==> config.mk <==
export PLATFORM = sky130hd
export DESIGN_NAME = mqtt_topic_filter_match
export DESIGN_NICKNAME = d
export VERILOG_FILES = /design/src/rtl/mtfm_pkg.sv /design/src/rtl/mtfm_ctrl.sv /design/src/rtl/mtfm_dp.sv /design/src/rtl/mqtt_topic_filter_match.sv
export SDC_FILE = /design/constraint.sdc
export NUM_CORES = 1
export LEC_CHECK = 0
export BUFFER_PORTS_ARGS = -buffer_cell sky130_fd_sc_hd__buf_2
export CAP_MARGIN = 20
export CORE_ASPECT_RATIO = 0.75
export CORE_UTILIZATION = 28
export DETAILED_ROUTE_END_ITERATION = 6
export HOLD_SLACK_MARGIN = 0.06
export PLACE_DENSITY = 0.42
export SLEW_MARGIN = 20
export SYNTH_ARGS = -nofsm -noshare
export SYNTH_HDL_FRONTEND = slang
export SYNTH_SLANG_ARGS = --single-unit
==> constraint.sdc <==
create_clock -name clk -period 3.79 [get_ports clk]
set_input_delay 0.5685 -clock clk [delete_from_list [all_inputs] [get_ports clk]]
set_output_delay 0.5685 -clock clk [all_outputs]
set_load 0.05 [all_outputs]
==> src/rtl/mtfm_pkg.sv <==
// Shared constants and types for the topic filter matcher.
package mtfm_pkg;

    localparam int FILTER_LEN = 64;
    localparam int ADDR_W     = (FILTER_LEN > 1) ? $clog2(FILTER_LEN) : 1;
    localparam int PTR_W      = $clog2(FILTER_LEN + 1);
    localparam int POS_W      = 6;
    localparam int BYTE_W     = 8;

    typedef logic [BYTE_W-1:0] byte_t;
    typedef logic [PTR_W-1:0]  ptr_t;
    typedef logic [ADDR_W-1:0] addr_t;

    localparam byte_t CH_HASH  = 8'h23;
    localparam byte_t CH_PLUS  = 8'h2B;
    localparam byte_t CH_SLASH = 8'h2F;
    localparam byte_t CH_END   = 8'h00;

    localparam logic REQ_LOAD  = 1'b0;
    localparam logic REQ_TOPIC = 1'b1;

    // outcome of one filter step
    typedef enum logic [2:0] {
        STEP_CONSUME,
        STEP_CONT,
        STEP_FAIL,
        STEP_MATCH,
        STEP_ADV
    } step_t;

    typedef struct packed {
        logic take;   // idle, ready for an input transfer
        logic eval;   // apply one filter step
        logic emit;   // load result register and rearm
    } mtfm_cmd_t;

    typedef struct packed {
        logic in_fire;   // input transfer this cycle
        logic in_topic;  // that transfer is a topic byte
        logic step_cont; // step advanced and must run again
        logic t_end;     // current topic byte is the terminator
        logic out_free;  // result register can take a new result
    } mtfm_status_t;

endpackage

==> src/rtl/mtfm_ctrl.sv <==
// Sequencer for the topic filter matcher.
module mtfm_ctrl (
    input  logic                  clk,
    input  logic                  rst_n,
    input  mtfm_pkg::mtfm_status_t st,
    output mtfm_pkg::mtfm_cmd_t    cmd
);
    import mtfm_pkg::*;

    typedef enum logic [3:0] {
        S_IDLE  = 4'b0001,
        S_FETCH = 4'b0010,
        S_EVAL  = 4'b0100,
        S_EMIT  = 4'b1000
    } state_t;

    state_t state_reg;
    state_t state_next;

    always_ff @(posedge clk or negedge rst_n)
    begin
        if (!rst_n)
        begin
            state_reg <= S_IDLE;
        end
        else
        begin
            state_reg <= state_next;
        end
    end

    always_comb
    begin
        state_next = state_reg;
        cmd        = '0;
        unique case (state_reg)
            S_IDLE:
            begin
                cmd.take = 1'b1;
                if (st.in_fire && st.in_topic)
                begin
                    state_next = S_EVAL;
                end
            end
            S_FETCH:
            begin
                state_next = S_EVAL;
            end
            S_EVAL:
            begin
                cmd.eval = 1'b1;
                if (st.step_cont)
                begin
                    state_next = S_FETCH;
                end
                else if (st.t_end)
                begin
                    state_next = S_EMIT;
                end
                else
                begin
                    state_next = S_IDLE;
                end
            end
            S_EMIT:
            begin
                if (st.out_free)
                begin
                    cmd.emit   = 1'b1;
                    state_next = S_IDLE;
                end
            end
            default:
            begin
                state_next = S_IDLE;
            end
        endcase
    end

endmodule

==> src/rtl/mtfm_dp.sv <==
// Filter store, match state and result register.
module mtfm_dp (
    input  logic                        clk,
    input  logic                        rst_n,
    input  mtfm_pkg::mtfm_cmd_t          cmd,
    output mtfm_pkg::mtfm_status_t       st,
    input  logic                        item_valid,
    output logic                        item_stall,
    input  logic                        req_type,
    input  logic [mtfm_pkg::POS_W-1:0]  position,
    input  mtfm_pkg::byte_t              byte_value,
    output logic                        result_valid,
    input  logic                        result_stall,
    output logic                        matched
);
    import mtfm_pkg::*;

    byte_t mem [FILTER_LEN];
    byte_t rd_data_reg;

    ptr_t  ptr_reg;
    ptr_t  ptr_next;
    byte_t prev_reg;
    byte_t prev_next;
    logic  fail_reg;
    logic  fail_next;
    logic  match_reg;
    logic  match_next;
    byte_t topic_reg;
    logic  valid_reg;
    logic  valid_next;
    logic  matched_reg;
    logic  matched_next;

    logic  fire;
    logic  load_fire;
    byte_t f;
    logic  undecided;
    logic  lead_hash;
    logic  walk;
    logic  at_end;
    step_t step;

    assign item_stall = !cmd.take;
    assign fire       = item_valid && cmd.take;
    assign load_fire  = fire && (req_type == REQ_LOAD) && (int'(position) < FILTER_LEN);

    // filter store: one write port, one registered read port at the pointer
    always_ff @(posedge clk)
    begin
        if (load_fire)
        begin
            mem[ADDR_W'(position)] <= byte_value;
        end
    end

    always_ff @(posedge clk)
    begin
        rd_data_reg <= mem[ptr_reg[ADDR_W-1:0]];
    end

    always_ff @(posedge clk)
    begin
        if (fire && (req_type == REQ_TOPIC))
        begin
            topic_reg <= byte_value;
        end
    end

    // past the store end reads as terminator
    assign at_end    = (ptr_reg == PTR_W'(FILTER_LEN));
    assign f         = at_end ? CH_END : rd_data_reg;
    assign undecided = !fail_reg && !match_reg;
    assign lead_hash = (ptr_reg == '0) && (f == CH_HASH);
    assign walk      = undecided && !lead_hash;

    always_comb
    begin
        priority if ((f == CH_HASH) && (topic_reg != CH_END))
            step = STEP_CONSUME;
        else if ((f == CH_PLUS) && (topic_reg != CH_END) && (topic_reg != CH_SLASH))
            step = STEP_CONSUME;
        else if ((f == CH_PLUS) && (topic_reg == CH_SLASH))
            step = STEP_CONT;
        else if (((f == CH_HASH) || (f == CH_PLUS)) && (prev_reg != CH_SLASH))
            step = STEP_FAIL;
        else if (((f == CH_SLASH) || (f == CH_HASH) || (f == CH_PLUS))
                 && (topic_reg == CH_END))
            step = STEP_CONT;
        else if ((f == CH_END) && (topic_reg == CH_END))
            step = STEP_MATCH;
        else if (f == topic_reg)
            step = STEP_ADV;
        else
            step = STEP_FAIL;
    end

    always_comb
    begin
        ptr_next     = ptr_reg;
        prev_next    = prev_reg;
        fail_next    = fail_reg;
        match_next   = match_reg;
        valid_next   = valid_reg && result_stall;
        matched_next = matched_reg;
        if (cmd.eval)
        begin
            if (!walk)
            begin
                if (undecided)
                begin
                    match_next = 1'b1;
                end
            end
            else
            begin
                unique case (step)
                    STEP_CONT, STEP_ADV:
                    begin
                        prev_next = f;
                        if (!at_end)
                        begin
                            ptr_next = ptr_reg + 1'b1;
                        end
                    end
                    STEP_FAIL:
                    begin
                        fail_next = 1'b1;
                    end
                    STEP_MATCH:
                    begin
                        match_next = 1'b1;
                    end
                    default:
                    begin
                        ptr_next = ptr_reg;
                    end
                endcase
            end
        end
        if (cmd.emit)
        begin
            valid_next   = 1'b1;
            matched_next = match_reg && !fail_reg;
            ptr_next     = '0;
            prev_next    = CH_END;
            fail_next    = 1'b0;
            match_next   = 1'b0;
        end
    end

    always_ff @(posedge clk or negedge rst_n)
    begin
        if (!rst_n)
        begin
            ptr_reg   <= '0;
            prev_reg  <= CH_END;
            fail_reg  <= 1'b0;
            match_reg <= 1'b0;
            valid_reg <= 1'b0;
        end
        else
        begin
            ptr_reg   <= ptr_next;
            prev_reg  <= prev_next;
            fail_reg  <= fail_next;
            match_reg <= match_next;
            valid_reg <= valid_next;
        end
    end

    always_ff @(posedge clk)
    begin
        matched_reg <= matched_next;
    end

    assign result_valid = valid_reg;
    assign matched      = matched_reg;

    assign st.in_fire   = fire;
    assign st.in_topic  = (req_type == REQ_TOPIC);
    assign st.step_cont = cmd.eval && walk && (step == STEP_CONT);
    assign st.t_end     = (topic_reg == CH_END);
    assign st.out_free  = !valid_reg || !result_stall;

endmodule

==> src/rtl/mqtt_topic_filter_match.sv <==
// Top level of the MQTT topic filter matcher (store, sequencer, datapath).
// Load transfers are accepted back to back. A topic byte is accepted in IDLE and
// gets one filter step in EVAL, plus a FETCH and EVAL pass per extra step on '+'
// before '/' or trailing wildcards. On the terminator EVAL goes to EMIT, which loads
// the result register. The filter store read port is registered, hence FETCH.
// rst_n clears pointer and decision flags; the filter store is not cleared.
module mqtt_topic_filter_match (
    input  logic                        clk,
    input  logic                        rst_n,
    // input channel
    input  logic                        item_valid,
    output logic                        item_stall,
    input  logic                        req_type,
    input  logic [mtfm_pkg::POS_W-1:0]  position,
    input  mtfm_pkg::byte_t              byte_value,
    // result channel
    output logic                        result_valid,
    input  logic                        result_stall,
    output logic                        matched
);
    import mtfm_pkg::*;

    // command and status between sequencer and datapath
    mtfm_cmd_t    cmd;
    mtfm_status_t st;

    // Sequencer: IDLE takes transfers; a topic byte goes to EVAL, which either
    // finishes the byte, loops through FETCH for another filter step, or moves
    // to EMIT on the terminator. EMIT waits for a free result register.
    mtfm_ctrl u_ctrl (
        .clk   (clk),
        .rst_n (rst_n),
        .st    (st),
        .cmd   (cmd)
    );

    // Datapath: filter store, pointer, previous filter byte, decision flags
    // and the result register that decouples the output side.
    mtfm_dp u_dp (
        .clk          (clk),
        .rst_n        (rst_n),
        .cmd          (cmd),
        .st           (st),
        .item_valid   (item_valid),
        .item_stall   (item_stall),
        .req_type     (req_type),
        .position     (position),
        .byte_value   (byte_value),
        .result_valid (result_valid),
        .result_stall (result_stall),
        .matched      (matched)
    );

endmodule

Yosys cells after proc, flatten, opt, wreduce, memory -nomap -nowiden. Memories as Yosys holds them, arrays and structs flattened. A register that Yosys moved wholly into a read port is not among the register bits. Cells that the tools add are included.

Word-level logic and storage cells: 111. Output and inout bits: 3. Input port bits: 19. Memories: 1. Memory bits (writable): 512. Register bits: 31.

Memories: u_dp.mem (depth 64, width 8, read ports 1, clocked after Yosys merged registers in 1, write ports 1, line mtfm_dp.sv:18) `byte_t mem [FILTER_LEN];`.

Equality and inequality tests: 20. $add $sub $neg: 1. Bitwise logic cells: 1. Reduce and logical (&&, ||, !) cells: 42. Muxes and demuxes: 38.

Operators by type and width (count): 8-bit 2-to-1 mux (5); 7-bit 2-to-1 mux (5); 8-bit by 6-bit == test with 1-bit output (second input constant) (4); 3-bit 2-to-1 mux (7); 1-bit logical AND (17); 8-bit zero test (2); 1-bit 2-to-1 mux (16); 4-bit 2-to-1 mux (4); 8-bit by 6-bit != test with 1-bit output (second input constant) (2); 4-bit case mux with 4 select lines (1); 3-bit AND reduction (3); 8-bit == test (1); 2-bit nonzero test (4); 8-bit nonzero test (1); 7-bit by 1-bit adder with 7-bit output (second input constant) (1); 7-bit == test (second input constant) (1); 7-bit zero test (1); 3-bit by 2-bit == test with 1-bit output (second input constant) (2); 1-bit zero test (6); 4-bit by 1-bit == test with 1-bit output (second input constant) (1); 4-bit by 2-bit == test with 1-bit output (second input constant) (1); 4-bit by 3-bit == test with 1-bit output (second input constant) (1); 4-bit == test (second input constant) (1); 1-bit logical OR (4); 10 further kinds (11).

Longest topological paths before layout.
Depth in word-level cells: 17. Gate-level depth with buffers: 13. Depth with buffers taken out: 9.

Modules after synthesis. Synthesis repeated with hierarchy kept, for this count alone.

Cells, all modules: 1004. Area total of the unflattened synthesis: 21679.5 sq um.

Modules (own cells, without submodules): mtfm_dp (cells each 984, times used 1, area each 21453.1 sq um); mtfm_ctrl (cells each 20, times used 1, area each 226.5 sq um).

Worst setup path before layout. OpenSTA, ideal clock, no wires.

Path type: reg-to-reg. From: register u_dp.ptr_reg[1]. To: register u_dp.ptr_reg[4]. Slack: 0.975 ns. Data arrival time: 2.738 ns. Path buffers: 4. Library setup time: 0.077 ns. Period minus slack after synthesis: 2.815 ns. Data required time: 3.713 ns. Cell stages (with the launch flop): 13. Path through: dfrtp_1 > clkbuf_1 > clkbuf_1 > clkbuf_1 > inv_1 > ha_1 > nand3_1 > buf_2 > o21ai_0 > a2bb2oi_1 > a41oi_4 > or3_1 > a21oi_1.

Word-level cells in the longest chain between the ends: 15. Elaborated cells on any way between the ends: 41. Those cells by class: add/sub (1); eq/ne (8); mux (13); reduce/logical (19).

Ends and longest elaborated chain: from (decl) (line mtfm_dp.sv:21) `ptr_t ptr_reg;`; from (signal assigned) (line mtfm_dp.sv:164) `ptr_reg <= ptr_next;`; 7-bit == test (line mtfm_dp.sv:71) `assign at_end = (ptr_reg == PTR_W'(FILTER_LEN));`; 8-bit 2-to-1 mux (line mtfm_dp.sv:72) `assign f = at_end ? CH_END : rd_data_reg;`; 8-bit by 6-bit == test with 1-bit output (on tied branches); 1-bit logical OR (2 in a row) (line mtfm_dp.sv:87) `else if (((f == CH_SLASH) || (f == CH_HASH) || (f == CH_PLUS))`; 1-bit logical AND (line mtfm_dp.sv:88) `&& (topic_reg == CH_END))`; 3-bit 2-to-1 mux (line mtfm_dp.sv:87); 3-bit 2-to-1 mux (line mtfm_dp.sv:85) `else if (((f == CH_HASH) || (f == CH_PLUS)) && (prev_reg != CH_SLASH))`; 3-bit 2-to-1 mux (line mtfm_dp.sv:83) `else if ((f == CH_PLUS) && (topic_reg == CH_SLASH))`; 3-bit 2-to-1 mux (line mtfm_dp.sv:81) `else if ((f == CH_PLUS) && (topic_reg != CH_END) && (topic_reg != CH_SLASH))`; 3-bit 2-to-1 mux (line mtfm_dp.sv:79) `priority if ((f == CH_HASH) && (topic_reg != CH_END))`; 3-bit == test or 3-bit by 1-bit == test with 1-bit output (tied branches) (line mtfm_dp.sv:117) `unique case (step)`; 2-bit OR reduction (line mtfm_dp.sv:117); 2-bit nonzero test (no line); 4-bit AND reduction (no line).

Several ways; a longest one is shown, not always the timed one. The select of a mux whose other input is x is not followed. A chain may end at the register's enable or synchronous reset.

Worst setup path in the final report.
From: register u_dp.ptr_reg[4]. To: register u_dp.ptr_reg[6].

Same word-level chain as after synthesis.

==> run summary <==
status: completed
Setup crit start kind: flip-flop
Synth Area in Adders: 0.115%
fin crit period: 3.31 ns
first-pass GRT wire length: 79800 um
Clock Pin Slew Worst Setup and Hold Paths: 0.06 ns
Distinct cells, synth: 53
Slew HR: 27.0%
CTS Buffer Depth: 3
die area: 78600 um^2
number of port buffers: 21
most flop-heavy register: u_dp.mem
Initial Util: 28.6%
largest family of logic cells by synthesized area: multiplexers
Largest register FFs: 512
I/O Pins: 22
# clock sinks: 551
fin crit share: 87.3%
RSZ-0062 raised after global routing: false
proportion of synthesized area in mux cells: 17.5%
DRC: 0
H-tree Lvls: 2
final hold viol count: 0
core area: 75900 um^2
via count: 10.4k
CP bufs+invs: 0
post-cts resize count: 0
DRT Pass-1 Iters: 5
Crit. Startpoint: u_dp.ptr_reg[4]
r2r worst-path depth: 7
leakage: 7.68 nW
most frequent cells in the layout: 521 x edfxtp_1, 168 x mux4_2, 88 x buf_4
critical path's top delay family: simple AND/OR/NAND/NOR gates
vias per cell: 4.74
nets: 1150
Post-Syn Instances: 1010
synthesized cell area: 21700 um^2
utilization after layout: 33.3%
Largest stage delay, worst path: 0.56 ns
crit path cell chain: nor4_1, nand3_1, nand2b_1, a2bb2oi_1, a41oi_4, or3_1, a21oi_1
XOR/XNOR share of the synthesized area: 0.242%
Synth Warn #: 0
Crit path arrival time: 3.82 ns
Max Slew Vio Count: 0
Inserted Clock Buffers: 54
Crit path depth: 7
CP Capture Type: flip-flop
Area Overhead vs Synth: 16.4%
Post-Synth Simple-Gate Area: 3.99%
Power per Cell Area: 485 nW/um^2
Die Ht: 243 um
CP Data Required Time: 4.30 ns
Max rail drop VDD: 0.305 mV
most common cell after layout, fill and taps aside: edfxtp_1
total nets after synthesis: 1031
Main synth FF type: edfxtp_1
CP max stage cell: dfrtp_1
antenna-violating nets left: 0
Place WS: 0.596 ns
Die W: 323 um
Synth Area in Compound Gates: 1.34%
Post-Place Cells: 2095
initial drt markers: 927
Worst Max-Slew Pin Slew: 1.09 ns
Int Power: 9.72 mW
# setup viols final: 0
HP Class: primary input to flip-flop
initial antenna violation count: 6
Synth Register Bits: 551
part of the power in registers: 54.9%
grt total ovfl: 0
clk_lat worst skew: 0.60 ns
critical-path maximum fanout: 27
number of global-route vias before repair: 10.8k
GRT Util Overall: 14.1%
r2r setup slk: 0.48 ns
Post-synth EDFFs: 521
Worst Skew: 0.0163 ns
Routed WL: 54700 um
switching pwr: 2.54 mW
pin count of the biggest net entering global routing: 133
max_cap viols: 0
RePlAce Congestion: 0.748
crit path to: u_dp.ptr_reg[6]
combinational share of power: 2.7%
fmax: 0.302 GHz
share of flip-flops with an asynchronous set or reset: 3.99%
Core Rows: 87
Post-DP HPWL: 34400 um
kind of critical path: flip-flop to flip-flop
CTS Root Cell: clkbuf_16
Mean Syn Cell Area: 21.5 um^2
CTS tree: yes
clock network power share: 42.4%
fin cells: 2195
layout cell share with drive strength beyond 1: 31.5%
average routed wire per standard cell: 24.9 um
R2R Path End: u_dp.ptr_reg[6]
Final WS setup: 0.482 ns
Seq/Total Area, Yosys: 75.4%
Fin Setup TNS: 0 ns
post-CTS setup buffer count: 0
Critical R2R Launch: u_dp.ptr_reg[4]
Sw Share: 20.7%
==> metal layers <==
metal / wire length (um) / up-vias / GRT usage, %
li1: - / 4455 / -
met1: 26900 / 5634 / 21.9
met2: 24100 / 246 / 20.6
met3: 3020 / 68 / 2.43
met4: 761 / 0 / 2.50
met5: 0 / - / 0
==> tightest hold or removal path, delay by kind of cell <==
family | cells | cell delay [ns]
simple gates | 2 | 0.19
buf+inv | 1 | 0.08
==> worst min path at each step <==
stage / start / end / slack [ns] / depth (start not counted)
after global placement: u_ctrl.state_reg[2] / u_ctrl.state_reg[2] / 0.50 / 1
after detailed placement: u_ctrl.state_reg[2] / u_ctrl.state_reg[2] / 0.50 / 1
final: result_stall / u_dp.result_valid / 0.28 / 3
after CTS: result_stall / u_dp.result_valid / 0.25 / 3
after global routing: item_valid / u_ctrl.state_reg[0] / 0.29 / 4
after floorplan: rst_n / u_ctrl.state_reg[1] / 0.27 / 0
==> area by class of cell <==
| class | count | area (um^2) |
|---|---|---|
| well taps | 1023 | 1280 |
| inverters | 7 | 26.3 |
| clock buffers | 72 | 1480 |
| fillers | 7191 | 50600 |
| repair buffers | 114 | 871 |
| clock inverters | 25 | 195 |
| diodes | 2 | 5.00 |
| flip-flops and latches | 551 | 16400 |
| multi-input cells | 401 | 5040 |
==> cell usage after synthesis (5+ instances only) <==
cell | count | area share, %
or3_1 | 7 | 0.20
clkbuf_1 | 24 | 0.42
dfxtp_1 | 8 | 0.74
nand2_1 | 30 | 0.52
o21ai_1 | 5 | 0.12
nand4_1 | 6 | 0.17
nand3b_1 | 11 | 0.38
nor2_1 | 84 | 1.5
edfxtp_1 | 521 | 72
a21oi_1 | 14 | 0.32
nor3_1 | 6 | 0.14
o22ai_1 | 7 | 0.20
buf_1 | 8 | 0.14
buf_2 | 6 | 0.14
dfrtp_1 | 21 | 2.4
nand3_1 | 8 | 0.18
buf_6 | 7 | 0.36
buf_4 | 6 | 0.21
inv_1 | 5 | 0.087
mux4_2 | 168 | 17
==> through the flow <==
| stage | hold slack (ns) | power [mW] | cell area, um^2 |
|---|---|---|---|
| 2_1_floorplan | 0.273 | 6.99 | 21700 |
| 5_1_grt | 0.288 | 12.7 | 25300 |
| 6_report | 0.284 | 12.3 | 25300 |
| 3_3_place_gp | 0.496 | 7.19 | 23600 |
| 3_5_place_dp | 0.498 | 7.20 | 23600 |
| 4_1_cts | 0.245 | 12.4 | 25300 |
==> power by group through the flow <==
stage / sequential, mW / clock [mW] / combinational, mW
3_3_place_gp: 6.86 / 0 / 0.336
3_5_place_dp: 6.86 / 0 / 0.341
4_1_cts: 6.73 / 5.35 / 0.342
6_report: 6.73 / 5.19 / 0.334
2_1_floorplan: 6.85 / 0 / 0.144
5_1_grt: 6.73 / 5.56 / 0.362
==> cell families after synthesis <==
| kind of cell | count (synthesis) |
|---|---|
| buffers and inverters | 58 |
| adder cells (fa/ha/maj) | 2 |
| XOR/XNOR | 6 |
| flip-flops | 551 |
| multiplexers | 170 |
| AO/OA/AOI/OAI | 44 |
| AND/OR/NAND/NOR | 179 |
==> what timing repair did <==
item	CTS	global route
endpoints found under the hold margin	21	0
hold buffers	1	0
endpoints found under the setup margin	0	0
Note: power is estimated with default switching activity, not from simulation.
